### config.mk
export PLATFORM = sky130hd
export DESIGN_NAME = camera_feature_frame_parser
export DESIGN_NICKNAME = d
export VERILOG_FILES = /design/src/rtl/core/cffp_pkg.sv /design/src/rtl/core/cffp_front.sv /design/src/rtl/core/cffp_queue.sv /design/src/rtl/core/cffp_back.sv /design/src/rtl/core/camera_feature_frame_parser.sv
export SDC_FILE = /design/constraint.sdc
export NUM_CORES = 1
export LEC_CHECK = 0
export BUFFER_PORTS_ARGS = -buffer_cell sky130_fd_sc_hd__buf_2
export CAP_MARGIN = 20
export CORE_MARGIN = 3
export CORE_UTILIZATION = 59
export CTS_CLUSTER_SIZE = 24
export DETAILED_ROUTE_END_ITERATION = 12
export PLACE_DENSITY = 0.75
export SETUP_SLACK_MARGIN = 0.3
export SKIP_CTS_REPAIR_TIMING = 1
export SYNTH_ARGS = -nofsm -noshare
export SYNTH_HDL_FRONTEND = slang
export SYNTH_HIERARCHICAL = 1
export SYNTH_SLANG_ARGS = --single-unit
### constraint.sdc
create_clock -name clk -period 24.2 [get_ports clk]
set_clock_uncertainty 0.15 [all_clocks]
set_input_delay 2.42 -clock clk [delete_from_list [all_inputs] [get_ports clk]]
set_output_delay 2.42 -clock clk [all_outputs]
set_load 0.05 [all_outputs]
### src/rtl/core/cffp_pkg.sv
// ----------------------------------------------------------------------------
// cffp_pkg
// Shared types and constants of the camera feature frame parser.
// ----------------------------------------------------------------------------
package cffp_pkg;

  localparam int unsigned CFG_IDX_W  = 2;
  localparam int unsigned CFG_DATA_W = 10;

  localparam logic [CFG_IDX_W-1:0] CFG_EXPECTED_TYPE   = 2'd0;
  localparam logic [CFG_IDX_W-1:0] CFG_ATTEMPT_LIMIT   = 2'd1;
  localparam logic [CFG_IDX_W-1:0] CFG_DECODE_FEATURES = 2'd2;

  localparam logic [7:0] EXPECTED_TYPE_RST   = 8'd49;
  localparam logic [9:0] ATTEMPT_LIMIT_RST   = 10'd1000;
  localparam logic       DECODE_FEATURES_RST = 1'b1;

  localparam logic [7:0] SYNC_A      = 8'd175;
  localparam logic [7:0] SYNC_B      = 8'd193;
  localparam logic [7:0] BAD_LENGTH  = 8'd255;
  localparam logic [9:0] ATTEMPT_MAX = 10'd1023;

  // Record types inside the payload
  localparam logic [7:0] REC_VECTOR       = 8'd1;
  localparam logic [7:0] REC_INTERSECTION = 8'd2;
  localparam logic [7:0] REC_BARCODE      = 8'd4;

  typedef enum logic [3:0] {
    PH_IDLE,
    PH_H0,
    PH_H1,
    PH_H2,
    PH_LEN,
    PH_CK1,
    PH_CK2,
    PH_RTYPE,
    PH_RLEN,
    PH_RDATA
  } phase_t;

  typedef enum logic [2:0] {
    KIND_RAW,
    KIND_VECTOR,
    KIND_INTERSECTION,
    KIND_LINE,
    KIND_BARCODE,
    KIND_END,
    KIND_FAIL
  } kind_t;

  typedef struct packed {
    logic [7:0] rx_byte;
    logic       frame_start;
  } in_item_t;

  typedef struct packed {
    logic [2:0] kind;
    logic [7:0] x;
    logic [7:0] y;
    logic [7:0] x_end;
    logic [7:0] y_end;
    logic [7:0] item_index;
    logic [7:0] flags;
    logic [7:0] line_count;
    logic [7:0] angle;
    logic [7:0] code;
    logic [7:0] frame_length;
    logic       last;
  } out_item_t;

  // Compact result descriptor: meaning of arg depends on kind
  typedef struct packed {
    kind_t           kind;
    logic            last;
    logic [7:0]      frame_length;
    logic [5:0][7:0] arg;
  } desc_t;

endpackage

### src/rtl/core/cffp_front.sv
// ----------------------------------------------------------------------------
// cffp_front
// Byte classifier: sync hunt, header, and record walk; emits descriptors.
// ----------------------------------------------------------------------------
module cffp_front (
  input  logic                                clk,
  input  logic                                rst_n,
  input  logic                                cfg_we,
  input  logic [cffp_pkg::CFG_IDX_W-1:0]      cfg_index,
  input  logic [cffp_pkg::CFG_DATA_W-1:0]     cfg_wdata,
  input  logic                                accept,
  input  cffp_pkg::in_item_t                  in_data,
  output logic                                push,
  output cffp_pkg::desc_t                     push_data
);

  logic [7:0]            expected_type_r;
  logic [9:0]            attempt_limit_r;
  logic                  decode_features_r;

  cffp_pkg::phase_t      phase_r, phase_nxt;
  logic [9:0]            attempt_r, attempt_nxt;
  logic [7:0]            plen_r, plen_nxt;
  logic [7:0]            pos_r, pos_nxt;
  logic [7:0]            rtype_r, rtype_nxt;
  logic [7:0]            rlen_r, rlen_nxt;
  logic [7:0]            roff_r, roff_nxt;
  logic [7:0]            lines_r, lines_nxt;
  logic [5:0][7:0]       rb_r;
  logic [5:0]            rb_we;

  cffp_pkg::phase_t      ph;
  logic [9:0]            att;
  logic [9:0]            att_sat;
  logic [7:0]            plen;
  logic [7:0]            b;
  logic [7:0]            pos_inc;
  logic [7:0]            roff_inc;
  logic                  fail;
  logic                  made;
  logic                  emit;
  cffp_pkg::desc_t       d;

  // Configuration registers
  always_ff @(posedge clk) begin
    if (!rst_n) begin
      expected_type_r   <= cffp_pkg::EXPECTED_TYPE_RST;
      attempt_limit_r   <= cffp_pkg::ATTEMPT_LIMIT_RST;
      decode_features_r <= cffp_pkg::DECODE_FEATURES_RST;
    end else if (cfg_we) begin
      case (cfg_index)
        cffp_pkg::CFG_EXPECTED_TYPE:   expected_type_r   <= cfg_wdata[7:0];
        cffp_pkg::CFG_ATTEMPT_LIMIT:   attempt_limit_r   <= cfg_wdata[9:0];
        cffp_pkg::CFG_DECODE_FEATURES: decode_features_r <= cfg_wdata[0];
        default: ;
      endcase
    end
  end

  always_comb begin
    b        = in_data.rx_byte;
    ph       = in_data.frame_start ? cffp_pkg::PH_H0 : phase_r;
    att      = in_data.frame_start ? 10'd0 : attempt_r;
    plen     = in_data.frame_start ? 8'd0 : plen_r;
    att_sat  = (att == cffp_pkg::ATTEMPT_MAX) ? att : att + 10'd1;
    pos_inc  = pos_r + 8'd1;
    roff_inc = roff_r + 8'd1;

    phase_nxt   = ph;
    attempt_nxt = att;
    plen_nxt    = plen;
    pos_nxt     = pos_r;
    rtype_nxt   = rtype_r;
    rlen_nxt    = rlen_r;
    roff_nxt    = roff_r;
    lines_nxt   = lines_r;
    rb_we       = '0;
    fail        = 1'b0;
    made        = 1'b0;
    emit        = 1'b0;

    d              = '0;
    d.kind         = cffp_pkg::KIND_END;
    d.frame_length = plen;

    case (ph)
      cffp_pkg::PH_H0: begin
        if (b == cffp_pkg::SYNC_A) phase_nxt = cffp_pkg::PH_H1;
        else fail = 1'b1;
      end
      cffp_pkg::PH_H1: begin
        if (b == cffp_pkg::SYNC_B) phase_nxt = cffp_pkg::PH_H2;
        else fail = 1'b1;
      end
      cffp_pkg::PH_H2: begin
        if (b == expected_type_r) phase_nxt = cffp_pkg::PH_LEN;
        else fail = 1'b1;
      end
      cffp_pkg::PH_LEN: begin
        plen_nxt = b;
        if (b == cffp_pkg::BAD_LENGTH) begin
          emit           = 1'b1;
          d.kind         = cffp_pkg::KIND_FAIL;
          d.frame_length = b;
          d.last         = 1'b1;
          phase_nxt      = cffp_pkg::PH_IDLE;
        end else begin
          phase_nxt = cffp_pkg::PH_CK1;
        end
      end
      cffp_pkg::PH_CK1: phase_nxt = cffp_pkg::PH_CK2;
      cffp_pkg::PH_CK2: begin
        pos_nxt   = '0;
        roff_nxt  = '0;
        lines_nxt = '0;
        if (plen == 8'd0) begin
          emit      = 1'b1;
          d.kind    = cffp_pkg::KIND_END;
          d.last    = 1'b1;
          phase_nxt = cffp_pkg::PH_IDLE;
        end else begin
          phase_nxt = cffp_pkg::PH_RTYPE;
        end
      end
      cffp_pkg::PH_RTYPE, cffp_pkg::PH_RLEN, cffp_pkg::PH_RDATA: begin
        pos_nxt = pos_inc;
        if (!decode_features_r) begin
          made      = 1'b1;
          d.kind    = cffp_pkg::KIND_RAW;
          d.arg[0]  = b;
        end else if (ph == cffp_pkg::PH_RTYPE) begin
          rtype_nxt = b;
          phase_nxt = cffp_pkg::PH_RLEN;
        end else if (ph == cffp_pkg::PH_RLEN) begin
          rlen_nxt  = b;
          roff_nxt  = '0;
          lines_nxt = '0;
          phase_nxt = (b == 8'd0) ? cffp_pkg::PH_RTYPE : cffp_pkg::PH_RDATA;
        end else begin
          // Record data byte; capture the first six, reuse slot 3 for line index
          if (roff_r < 8'd6) rb_we[roff_r[2:0]] = 1'b1;
          if (rtype_r == cffp_pkg::REC_VECTOR && roff_r == 8'd5) begin
            made     = 1'b1;
            d.kind   = cffp_pkg::KIND_VECTOR;
            d.arg[0] = rb_r[0];
            d.arg[1] = rb_r[1];
            d.arg[2] = rb_r[2];
            d.arg[3] = rb_r[3];
            d.arg[4] = rb_r[4];
            d.arg[5] = b;
          end else if (rtype_r == cffp_pkg::REC_INTERSECTION) begin
            if (roff_r == 8'd2) begin
              made     = 1'b1;
              d.kind   = cffp_pkg::KIND_INTERSECTION;
              d.arg[0] = rb_r[0];
              d.arg[1] = rb_r[1];
              d.arg[2] = b;
            end else if (roff_r >= 8'd3) begin
              if (roff_r[0]) begin
                rb_we[3] = 1'b1;
              end else if (lines_r < rb_r[2]) begin
                made      = 1'b1;
                d.kind    = cffp_pkg::KIND_LINE;
                d.arg[0]  = rb_r[0];
                d.arg[1]  = rb_r[1];
                d.arg[2]  = rb_r[2];
                d.arg[3]  = rb_r[3];
                d.arg[4]  = b;
                lines_nxt = lines_r + 8'd1;
              end
            end
          end else if (rtype_r == cffp_pkg::REC_BARCODE && roff_r == 8'd3) begin
            made     = 1'b1;
            d.kind   = cffp_pkg::KIND_BARCODE;
            d.arg[0] = rb_r[0];
            d.arg[1] = rb_r[1];
            d.arg[2] = rb_r[2];
            d.arg[3] = b;
          end
          roff_nxt = roff_inc;
          if (roff_inc >= rlen_r) phase_nxt = cffp_pkg::PH_RTYPE;
        end
        emit = made;
        if (pos_inc >= plen) begin
          // Payload exhausted: flag the result, or close with an end marker
          emit      = 1'b1;
          d.last    = 1'b1;
          phase_nxt = cffp_pkg::PH_IDLE;
          if (!made) begin
            d.kind = cffp_pkg::KIND_END;
            d.arg  = '0;
          end
        end
      end
      default: phase_nxt = cffp_pkg::PH_IDLE;
    endcase

    if (fail) begin
      attempt_nxt = att_sat;
      if (att_sat >= attempt_limit_r) begin
        emit      = 1'b1;
        d.kind    = cffp_pkg::KIND_FAIL;
        d.last    = 1'b1;
        phase_nxt = cffp_pkg::PH_IDLE;
      end else begin
        phase_nxt = cffp_pkg::PH_H0;
      end
    end
  end

  always_ff @(posedge clk) begin
    if (!rst_n) begin
      phase_r   <= cffp_pkg::PH_IDLE;
      attempt_r <= '0;
      plen_r    <= '0;
      pos_r     <= '0;
      rtype_r   <= '0;
      rlen_r    <= '0;
      roff_r    <= '0;
      lines_r   <= '0;
    end else if (accept) begin
      phase_r   <= phase_nxt;
      attempt_r <= attempt_nxt;
      plen_r    <= plen_nxt;
      pos_r     <= pos_nxt;
      rtype_r   <= rtype_nxt;
      rlen_r    <= rlen_nxt;
      roff_r    <= roff_nxt;
      lines_r   <= lines_nxt;
    end
  end

  // Record byte store: written before read within a record, no reset
  always_ff @(posedge clk) begin
    for (int i = 0; i < 6; i++) begin
      if (accept && rb_we[i]) rb_r[i] <= b;
    end
  end

  assign push      = accept && emit;
  assign push_data = d;

endmodule

### src/rtl/core/cffp_queue.sv
// ----------------------------------------------------------------------------
// cffp_queue
// Short descriptor queue between the classifier and the output stage.
// ----------------------------------------------------------------------------
module cffp_queue #(
  parameter int unsigned DEPTH = 2
) (
  input  logic             clk,
  input  logic             rst_n,
  input  logic             push,
  input  cffp_pkg::desc_t  push_data,
  input  logic             pop,
  output logic             full,
  output logic             q_valid,
  output cffp_pkg::desc_t  q_data
);

  localparam int unsigned PW = (DEPTH > 1) ? $clog2(DEPTH) : 1;
  localparam int unsigned CW = $clog2(DEPTH + 1);

  cffp_pkg::desc_t  mem_r [DEPTH];
  logic [PW-1:0]    wr_ptr_r;
  logic [PW-1:0]    rd_ptr_r;
  logic [CW-1:0]    count_r;
  logic             empty;

  assign full    = (count_r == CW'(DEPTH));
  assign empty   = (count_r == '0);
  assign q_valid = !empty;
  assign q_data  = mem_r[rd_ptr_r];

  always_ff @(posedge clk) begin
    if (!rst_n) begin
      wr_ptr_r <= '0;
      rd_ptr_r <= '0;
      count_r  <= '0;
    end else begin
      if (push) begin
        wr_ptr_r <= (wr_ptr_r == PW'(DEPTH - 1)) ? '0 : wr_ptr_r + PW'(1);
      end
      if (pop) begin
        rd_ptr_r <= (rd_ptr_r == PW'(DEPTH - 1)) ? '0 : rd_ptr_r + PW'(1);
      end
      case ({push, pop})
        2'b10:   count_r <= count_r + CW'(1);
        2'b01:   count_r <= count_r - CW'(1);
        default: count_r <= count_r;
      endcase
    end
  end

  always_ff @(posedge clk) begin
    if (push) mem_r[wr_ptr_r] <= push_data;
  end

  a_no_overflow: assert property (@(posedge clk) disable iff (!rst_n)
    push |-> !full) else $error("queue push while full");

  a_no_underflow: assert property (@(posedge clk) disable iff (!rst_n)
    pop |-> !empty) else $error("queue pop while empty");

  a_count_up: assert property (@(posedge clk) disable iff (!rst_n)
    push && !pop |=> count_r == $past(count_r) + CW'(1))
    else $error("queue count did not advance on push");

endmodule

### src/rtl/core/cffp_back.sv
// ----------------------------------------------------------------------------
// cffp_back
// Output stage: expands descriptors into result beats and holds them.
// ----------------------------------------------------------------------------
module cffp_back (
  input  logic                 clk,
  input  logic                 rst_n,
  input  logic                 q_valid,
  input  cffp_pkg::desc_t      q_data,
  output logic                 pop,
  output logic                 out_valid,
  input  logic                 out_stall,
  output cffp_pkg::out_item_t  out_data
);

  logic                 valid_r;
  cffp_pkg::out_item_t  data_r;
  cffp_pkg::out_item_t  data_nxt;

  always_comb begin
    data_nxt              = '0;
    data_nxt.kind         = q_data.kind;
    data_nxt.frame_length = q_data.frame_length;
    data_nxt.last         = q_data.last;
    case (q_data.kind)
      cffp_pkg::KIND_RAW: data_nxt.x = q_data.arg[0];
      cffp_pkg::KIND_VECTOR: begin
        data_nxt.x          = q_data.arg[0];
        data_nxt.y          = q_data.arg[1];
        data_nxt.x_end      = q_data.arg[2];
        data_nxt.y_end      = q_data.arg[3];
        data_nxt.item_index = q_data.arg[4];
        data_nxt.flags      = q_data.arg[5];
      end
      cffp_pkg::KIND_INTERSECTION: begin
        data_nxt.x          = q_data.arg[0];
        data_nxt.y          = q_data.arg[1];
        data_nxt.line_count = q_data.arg[2];
      end
      cffp_pkg::KIND_LINE: begin
        data_nxt.x          = q_data.arg[0];
        data_nxt.y          = q_data.arg[1];
        data_nxt.line_count = q_data.arg[2];
        data_nxt.item_index = q_data.arg[3];
        data_nxt.angle      = q_data.arg[4];
      end
      cffp_pkg::KIND_BARCODE: begin
        data_nxt.x     = q_data.arg[0];
        data_nxt.y     = q_data.arg[1];
        data_nxt.flags = q_data.arg[2];
        data_nxt.code  = q_data.arg[3];
      end
      default: ;
    endcase
  end

  // Load whenever the register is empty or its beat is being taken
  assign pop = q_valid && (!valid_r || !out_stall);

  always_ff @(posedge clk) begin
    if (!rst_n) begin
      valid_r <= 1'b0;
    end else if (pop) begin
      valid_r <= 1'b1;
    end else if (!out_stall) begin
      valid_r <= 1'b0;
    end
  end

  always_ff @(posedge clk) begin
    if (pop) data_r <= data_nxt;
  end

  assign out_valid = valid_r;
  assign out_data  = data_r;

endmodule

### src/rtl/core/camera_feature_frame_parser.sv
// ----------------------------------------------------------------------------
// camera_feature_frame_parser
// Reply byte parser for a smart camera link: sync hunt, header, feature records.
// ----------------------------------------------------------------------------
//
//   port group | direction | beat contents
//   -----------+-----------+---------------------------------------------
//   in_        | in        | in_item_t: rx_byte, frame_start
//   out_       | out       | out_item_t: kind, coordinates, fields, last
//   cfg_       | in        | index, data: expected type, limit, mode
//
// One byte is taken per clock while in_stall is low; the classifier updates
// its phase and record state as each byte is accepted, so input beats may
// arrive back to back. A result passes from the byte that causes it through
// the descriptor queue and then the output register before it appears on out_.
// Reset is synchronous on rst_n; the parser starts idle with default config.
// in_stall rises only when the descriptor queue is full, which happens only
// after out_stall has held the output register.
//
module camera_feature_frame_parser #(
  parameter int unsigned QUEUE_DEPTH = 2
) (
  input  logic                             clk,
  input  logic                             rst_n,
  input  logic                             cfg_we,
  input  logic [cffp_pkg::CFG_IDX_W-1:0]   cfg_index,
  input  logic [cffp_pkg::CFG_DATA_W-1:0]  cfg_wdata,
  input  logic                             in_valid,
  output logic                             in_stall,
  input  cffp_pkg::in_item_t               in_data,
  output logic                             out_valid,
  input  logic                             out_stall,
  output cffp_pkg::out_item_t              out_data
);

  logic             accept;
  logic             push;
  cffp_pkg::desc_t  push_data;
  logic             pop;
  logic             q_full;
  logic             q_valid;
  cffp_pkg::desc_t  q_data;

  // Hold input while the queue cannot take another descriptor
  assign in_stall = q_full;
  assign accept   = in_valid && !in_stall;

  cffp_front u_front (
    .clk       (clk),
    .rst_n     (rst_n),
    .cfg_we    (cfg_we),
    .cfg_index (cfg_index),
    .cfg_wdata (cfg_wdata),
    .accept    (accept),
    .in_data   (in_data),
    .push      (push),
    .push_data (push_data)
  );

  cffp_queue #(
    .DEPTH (QUEUE_DEPTH)
  ) u_queue (
    .clk       (clk),
    .rst_n     (rst_n),
    .push      (push),
    .push_data (push_data),
    .pop       (pop),
    .full      (q_full),
    .q_valid   (q_valid),
    .q_data    (q_data)
  );

  cffp_back u_back (
    .clk       (clk),
    .rst_n     (rst_n),
    .q_valid   (q_valid),
    .q_data    (q_data),
    .pop       (pop),
    .out_valid (out_valid),
    .out_stall (out_stall),
    .out_data  (out_data)
  );

endmodule

### Word level (Yosys, flattened, before mapping)

Memory sizes are Yosys's and may differ from the RTL's. A register that Yosys moved wholly into a read port is not among the register bits.
Index checks and enable logic that the tools add are counted.

* register bits: 210
* bits in writable memories: 120
* bits of input ports: 26
* output and inout bits: 86
* memories kept: 1

Memory list
* u_queue.mem_r: depth 2, width 60, read ports 1, clocked after Yosys merged registers in 1, write ports 1, RTL line cffp_queue.sv:21 `cffp_pkg::desc_t mem_r [DEPTH];`

* add/subtract/negate cells: 8
* order comparisons: 8
* equal/unequal tests: 38
* mux-type cells: 121
* bitwise logic cells: 1
* reduce and logical (&&, ||, !) cells: 35

Operator list (count)
* 40-bit two-way mux: 12
* 48-bit two-way mux: 5
* 8-bit two-way mux: 18
* 8-bit one-hot mux with 2 select lines: 5
* 32-bit two-way mux: 2
* 4-bit two-way mux: 14
* 1-bit two-way mux: 36
* 3-bit two-way mux: 12
* 10-bit two-way mux: 3
* 4-bit one-hot mux with 7 select lines: 1
* 5-bit two-way mux: 5
* 8-bit by 1-bit adder with 8-bit output (second input constant): 3
* 8-bit by 2-bit == test with 1-bit output (second input constant): 3
* 8-bit == test (second input constant): 3
* 24-bit two-way mux: 1
* 4-bit by 3-bit == test with 1-bit output (second input constant): 4
* 8-bit by 3-bit == test with 1-bit output (second input constant): 2
* 8-bit greater-or-equal comparator: 2
* 8-bit zero test: 2
* 16-bit two-way mux: 1
* 4-bit one-hot mux with 3 select lines: 1
* 1-bit logical AND: 11
* 11-bit two-way mux: 1
* 10-bit by 1-bit adder with 10-bit output (second input constant): 1
* 42 further kinds: 63

### Depth between registers and ports, before layout

* depth in word-level cells: 20
* mapped depth: 23
* depth with buffers taken out: 21

### Hierarchy

The synthesis kept the hierarchy.

By module, submodules not included
* cffp_front: times used 1, cells an instance 823, area each 7089.3 µm², sequential area each 2822.7 µm²
* cffp_queue: times used 1, cells an instance 209, area each 4531.8 µm², sequential area each 3703.6 µm²
* cffp_back: times used 1, cells an instance 204, area each 3313.2 µm², sequential area each 2542.4 µm²
* camera_feature_frame_parser: times used 1, cells an instance 1, area each 13.8 µm², sequential area each 0.0 µm²

### Least setup slack after synthesis

OpenSTA, ideal clock, no wires.

* kind: input to register
* from: input out_stall
* to: register u_queue.count_r[1]
* library setup time: 70 ps
* arrival: 10211 ps
* required time: 23980 ps
* setup slack: 13769 ps
* stages on the path: 4
* cells stage by stage: a21boi_0 > ha_1 > or3_1 > a21boi_1

* word-level cells in the longest chain between the ends: 5
* elaborated cells between the ends (all ways): 7
* classes of those cells: eq/ne: 2; mux: 1; reduce/logical: 4

RTL lines
* start: declaration: RTL line camera_feature_frame_parser.sv:32 `input logic out_stall,`
* 1-bit zero test (*): RTL line cffp_back.sv:58 `assign pop = q_valid && (!valid_r || !out_stall);`
* 1-bit logical OR (*): RTL line cffp_back.sv:58
* 1-bit logical AND (*): RTL line cffp_back.sv:58
* 2-bit by 1-bit == test with 1-bit output / 2-bit == test (equally long branches): RTL line cffp_queue.sv:44 `case ({push, pop})`
* 2-bit one-hot mux with 2 select lines / 2-bit nonzero test (equally long branches)
* end signal: assignment: RTL line cffp_queue.sv:45 `2'b10: count_r <= count_r + CW'(1);`
* end signal: assignment: RTL line cffp_queue.sv:46 `2'b01: count_r <= count_r - CW'(1);`
* end signal: assignment: RTL line cffp_queue.sv:47 `default: count_r <= count_r;`
* end: declaration: RTL line cffp_queue.sv:24 `logic [CW-1:0] count_r;`

Mark *: on every way between the ends. The rest lies on a longest branch, timed or not.
A chain may end at the register's enable or synchronous reset.

### Final worst setup path

* from: input in_data[0] (netlist bit)
* to: register u_queue.count_r[1]

* word-level cells in the longest chain between the ends: 13
* elaborated cells between the ends (all ways): 33
* classes of those cells: add/sub: 1; order compare: 2; eq/ne: 11; mux: 15; reduce/logical: 4

RTL lines
* start: declaration: RTL line camera_feature_frame_parser.sv:30 `input cffp_pkg::in_item_t in_data,`
* parallel branches: the longest is 9 deep, another holds 10-bit by 1-bit adder with 10-bit output
* 1-bit two-way mux (*): RTL line cffp_front.sv:198 `if (fail) begin`
* 1-bit logical AND (*): RTL line cffp_front.sv:240 `assign push = accept && emit;`
* named net push: RTL line camera_feature_frame_parser.sv:37 `logic push;`
* 2-bit by 1-bit == test with 1-bit output / 2-bit == test (equally long branches): RTL line cffp_queue.sv:44
* 2-bit one-hot mux with 2 select lines / 2-bit nonzero test (equally long branches)

Mark *: on every way through the listed nets, which the timed path passes. The select of a mux whose other input is x is not followed.

==> metrics.yaml <==
yosys:
  synth_common_cells: "edfxtp_1, nor2_1, nand2_1"
  synth_fp_nets: 1303
  syn_area_um2: 14900
  syn-mean-instance-area_um2: 12.1
  synth_area_leaders: "edfxtp_1, dfxtp_1, mux2_2"
  seq_area_frac_synth_pct: 60.7
  synthFlopType: "edfxtp_1"
  synth_cell_types: 78
  post-synth-top-area-fraction_pct: 49.0
  synth_most_common_cell: "edfxtp_1"
  ys_ff_latch: 331
  async_reset_ff_share_pct: 0
  yosys.area.top_type: "edfxtp_1"
  yosys_warnings: 6
  synth_edf_count: 244
  syn_inst: 1237
clocking:
  h-tree-depth: 2
  cts_tree: "built"
  numCtsBuffers: 35
  clockBufferDepth: 3
  clock_sinks: 331
  root_buffer: "clkbuf_16"
  clkLatencyLatePin_ns: 0.52
  path_clk_slew_ns: 0.06
drt:
  drt_first_pass_iters: 5
  remaining_drc_errors: 0
  drt_iter0_drc: 1022
  avgViaCountPerCell: 5.88
  vias: 9862
  antenna_left: 0
  wl_per_cell_um: 18.7
  wl_um: 31400
setup_path:
  crit_required_ns: 24.48
  arrival_ns: 7.31
  crit_slowest_cell: "inv_1"
  cp_slowest_stage_delay_ns: 0.59
  timing.rr.start: "u_front/attempt_r[0]"
  timing.rr.end: "u_queue/count_r[1]"
  worst-path-max-fanout: 25
  path_class: "in2reg"
  worst-path-buf-inv: 4
  endpoint_kind: "flop"
  cp_cell_sequence: "buf_2 > inv_1 > nand2_1 > inv_1 > ha_1 > nand2_1 > nand4b_1 > and2_1 > nand3_1 > xnor2_1 > ha_1 > nand2_1 > nor2_1 > a221oi_1 > o211a_1 > o21ai_1 > o41a_1 > inv_1 > ha_1 > or3_1 > a21boi_1"
  r2r_slack_ns: 19.66
  worstSetupStartpointType: "primary input"
  reg2reg_depth: 19
  critical_path.top_delay_family: "simple AND/OR/NAND/NOR gates"
die:
  die_y_um: 165
  core_area_um2: 24600
  die_area_um2: 27300
  die_w_um: 165
  io_pins: 112
  initial_core_util_pct: 60.8
  num_rows: 57
worst_hold_path:
  min_to: "u_front/attempt_limit_r[2]"
  hp-class: "reg2reg"
  whs_path_depth: 2
  hp-start: "u_front/attempt_limit_r[2]"
placement:
  dp.cells: 1614
  dp_hpwl_um: 20400
  place_area_um2: 15700
  portBuffers: 111
  globalplace.congestion: 0.892
power_and_ir_drop:
  p_leak_nw: 6.57
  p_per_area_nw_per_um2: 67.3
  ir_drop_mv: 0.0591
sta:
  fmax_mhz: 142
  fin_tns_setup_ns: 0
  post-route-period-util_pct: 29.0
  hold_viol_final: 0
  slew_violations: 0
  max_slew_margin_pct: 29.7
  setup-violations-final: 0
  rsz0062_at_grt: "no"
  fin_crit_ns: 7.02
  tightestPinTransition_ns: 1.05
global_route:
  grt_remaining_overflow: 0
  grt_max_degree: 75
  grt_usage_pct: 23.3
  grt_pass1_vias: 9572
  antenna_found_initial: 0
  grt_pass1_wl_um: 49900
final_layout:
  diodes: 0
  nNetsFinal: 1395
  layout-drive-gt1-share_pct: 19.9
  area_growth_syn_to_layout_pct: 12.2
  fillers: 1817
  stdcell_count: 1678
  final_area_um2: 16800
flow_run:
  cap_violations: 0
outcome:
  outcome: "finished clean"
==> routing by layer <==
metal	global-route usage, %	part of all wire (%)	up-vias
li1	-	-	4695
met5	0	0	-
met2	38.9	48	309
met3	3.29	5.3	67
met4	8.43	2.7	0
met1	31.2	44	4791
==> cell families (layout without fill, tap and decap cells) <==
logic type      Yosys count  after routing  share of synthesized area (%)
compound gates          189            189                           8.64
xor+xnor                 32             32                           1.87
fa+ha+maj                40             40                           3.35
buf+inv                 119            236                           3.36
flops                   331            331                           60.7
mux                     103            103                           7.42
simple gates            423            423                           14.7
==> worst reg2reg max path: stages, from the launching register on <==
cell      delay, ns
dfxtp_1        0.38
nand2_1        0.13
inv_1          0.10
ha_1           0.22
nand2_1        0.06
nand4b_1       0.37
and2_1         0.33
nand3_1        0.16
xnor2_1        0.15
ha_1           0.27
nand2_1        0.07
nor2_1         0.06
a221oi_1       0.24
o211a_1        0.28
o21ai_1        0.11
o41a_1         0.46
inv_1          0.13
ha_1           0.27
or3_1          0.36
a21boi_1       0.19
==> registers in the layout, summed over array words and instances, names as in the netlist, 2 cells and up, named ones only <==
register                 flops
u_front/plen_r               8
u_front/phase_r              4
u_front/pos_r                8
u_front/rtype_r              8
u_queue/count_r              2
u_front/rb_r                40
u_back/out_data             84
u_front/roff_r               8
u_front/attempt_limit_r     10
u_front/expected_type_r      8
u_queue/mem_r              120
u_front/lines_r              8
u_front/rlen_r               8
u_front/attempt_r           10
==> metrics by stage <==
stage	hold slack [ns]	setup slack [ns]	power [mW]	util, %
3_5_place_dp	0.301	16.73	0.646	63.8
3_3_place_gp	0.295	16.82	0.645	63.8
6_report	0.314	17.18	1.13	68.2
2_1_floorplan	0.286	13.77	0.635	-
4_1_cts	0.309	17.22	1.14	68.1
5_1_grt	0.328	16.73	1.17	68.2
==> cells in the final DEF (no fill, tap or decap), drive strengths merged, types with 6 or more instances in the layout <==
master | synthesis | final
nor3 | 21 | 21
nand2b | 8 | 8
nand3 | 16 | 16
and2 | 62 | 62
nand4 | 10 | 10
clkbuf | 37 | 47
nor2 | 117 | 117
dfxtp | 87 | 87
mux2i | 41 | 41
clkinv | 1 | 14
a211oi | 6 | 6
a21oi | 43 | 43
o21ai | 37 | 37
nor2b | 12 | 12
inv | 52 | 53
nand2 | 92 | 92
o32ai | 8 | 8
nor3b | 10 | 10
edfxtp | 244 | 244
mux2 | 62 | 62
or2 | 9 | 9
o21a | 6 | 6
xor2 | 13 | 13
o211ai | 8 | 8
ha | 40 | 40
a31oi | 9 | 9
xnor2 | 19 | 19
buf | 29 | 121
a22oi | 40 | 40
or3 | 12 | 12
and3 | 29 | 29
==> layout make-up <==
class                           count  area (um^2)  area share, %
Sequential cell                   331         9070           54.1
Multi-Input combinational cell    787         5400           32.2
Clock buffer                       47          951           5.67
Timing Repair Buffer              121          632           3.77
Tap cell                          324          405           2.42
Inverter                           53          199           1.19
Clock inverter                     15          116          0.694
==> worst max-delay path by stage <==
stage / from / end / depth (start not counted) / slack (ns)
finish: in_data[0] / u_queue/count_r[1] / 21 / 17.18
global route: in_data[0] / u_queue/mem_r[0][32] / 20 / 16.73
CTS: in_data[0] / u_queue/count_r[1] / 21 / 17.22
detailed placement: in_data[0] / u_queue/mem_r[0][32] / 20 / 16.73
global placement: in_data[0] / u_queue/mem_r[0][33] / 20 / 16.82
floorplan: out_stall / u_queue/count_r[1] / 4 / 13.77
==> where the power goes <==
part | switching (mW) | internal, mW
logic | 0.0201 | 0.00758
registers | 0.00169 | 0.604
clock network | 0.208 | 0.287
No activity file was read; power rests on OpenSTA's default activity.
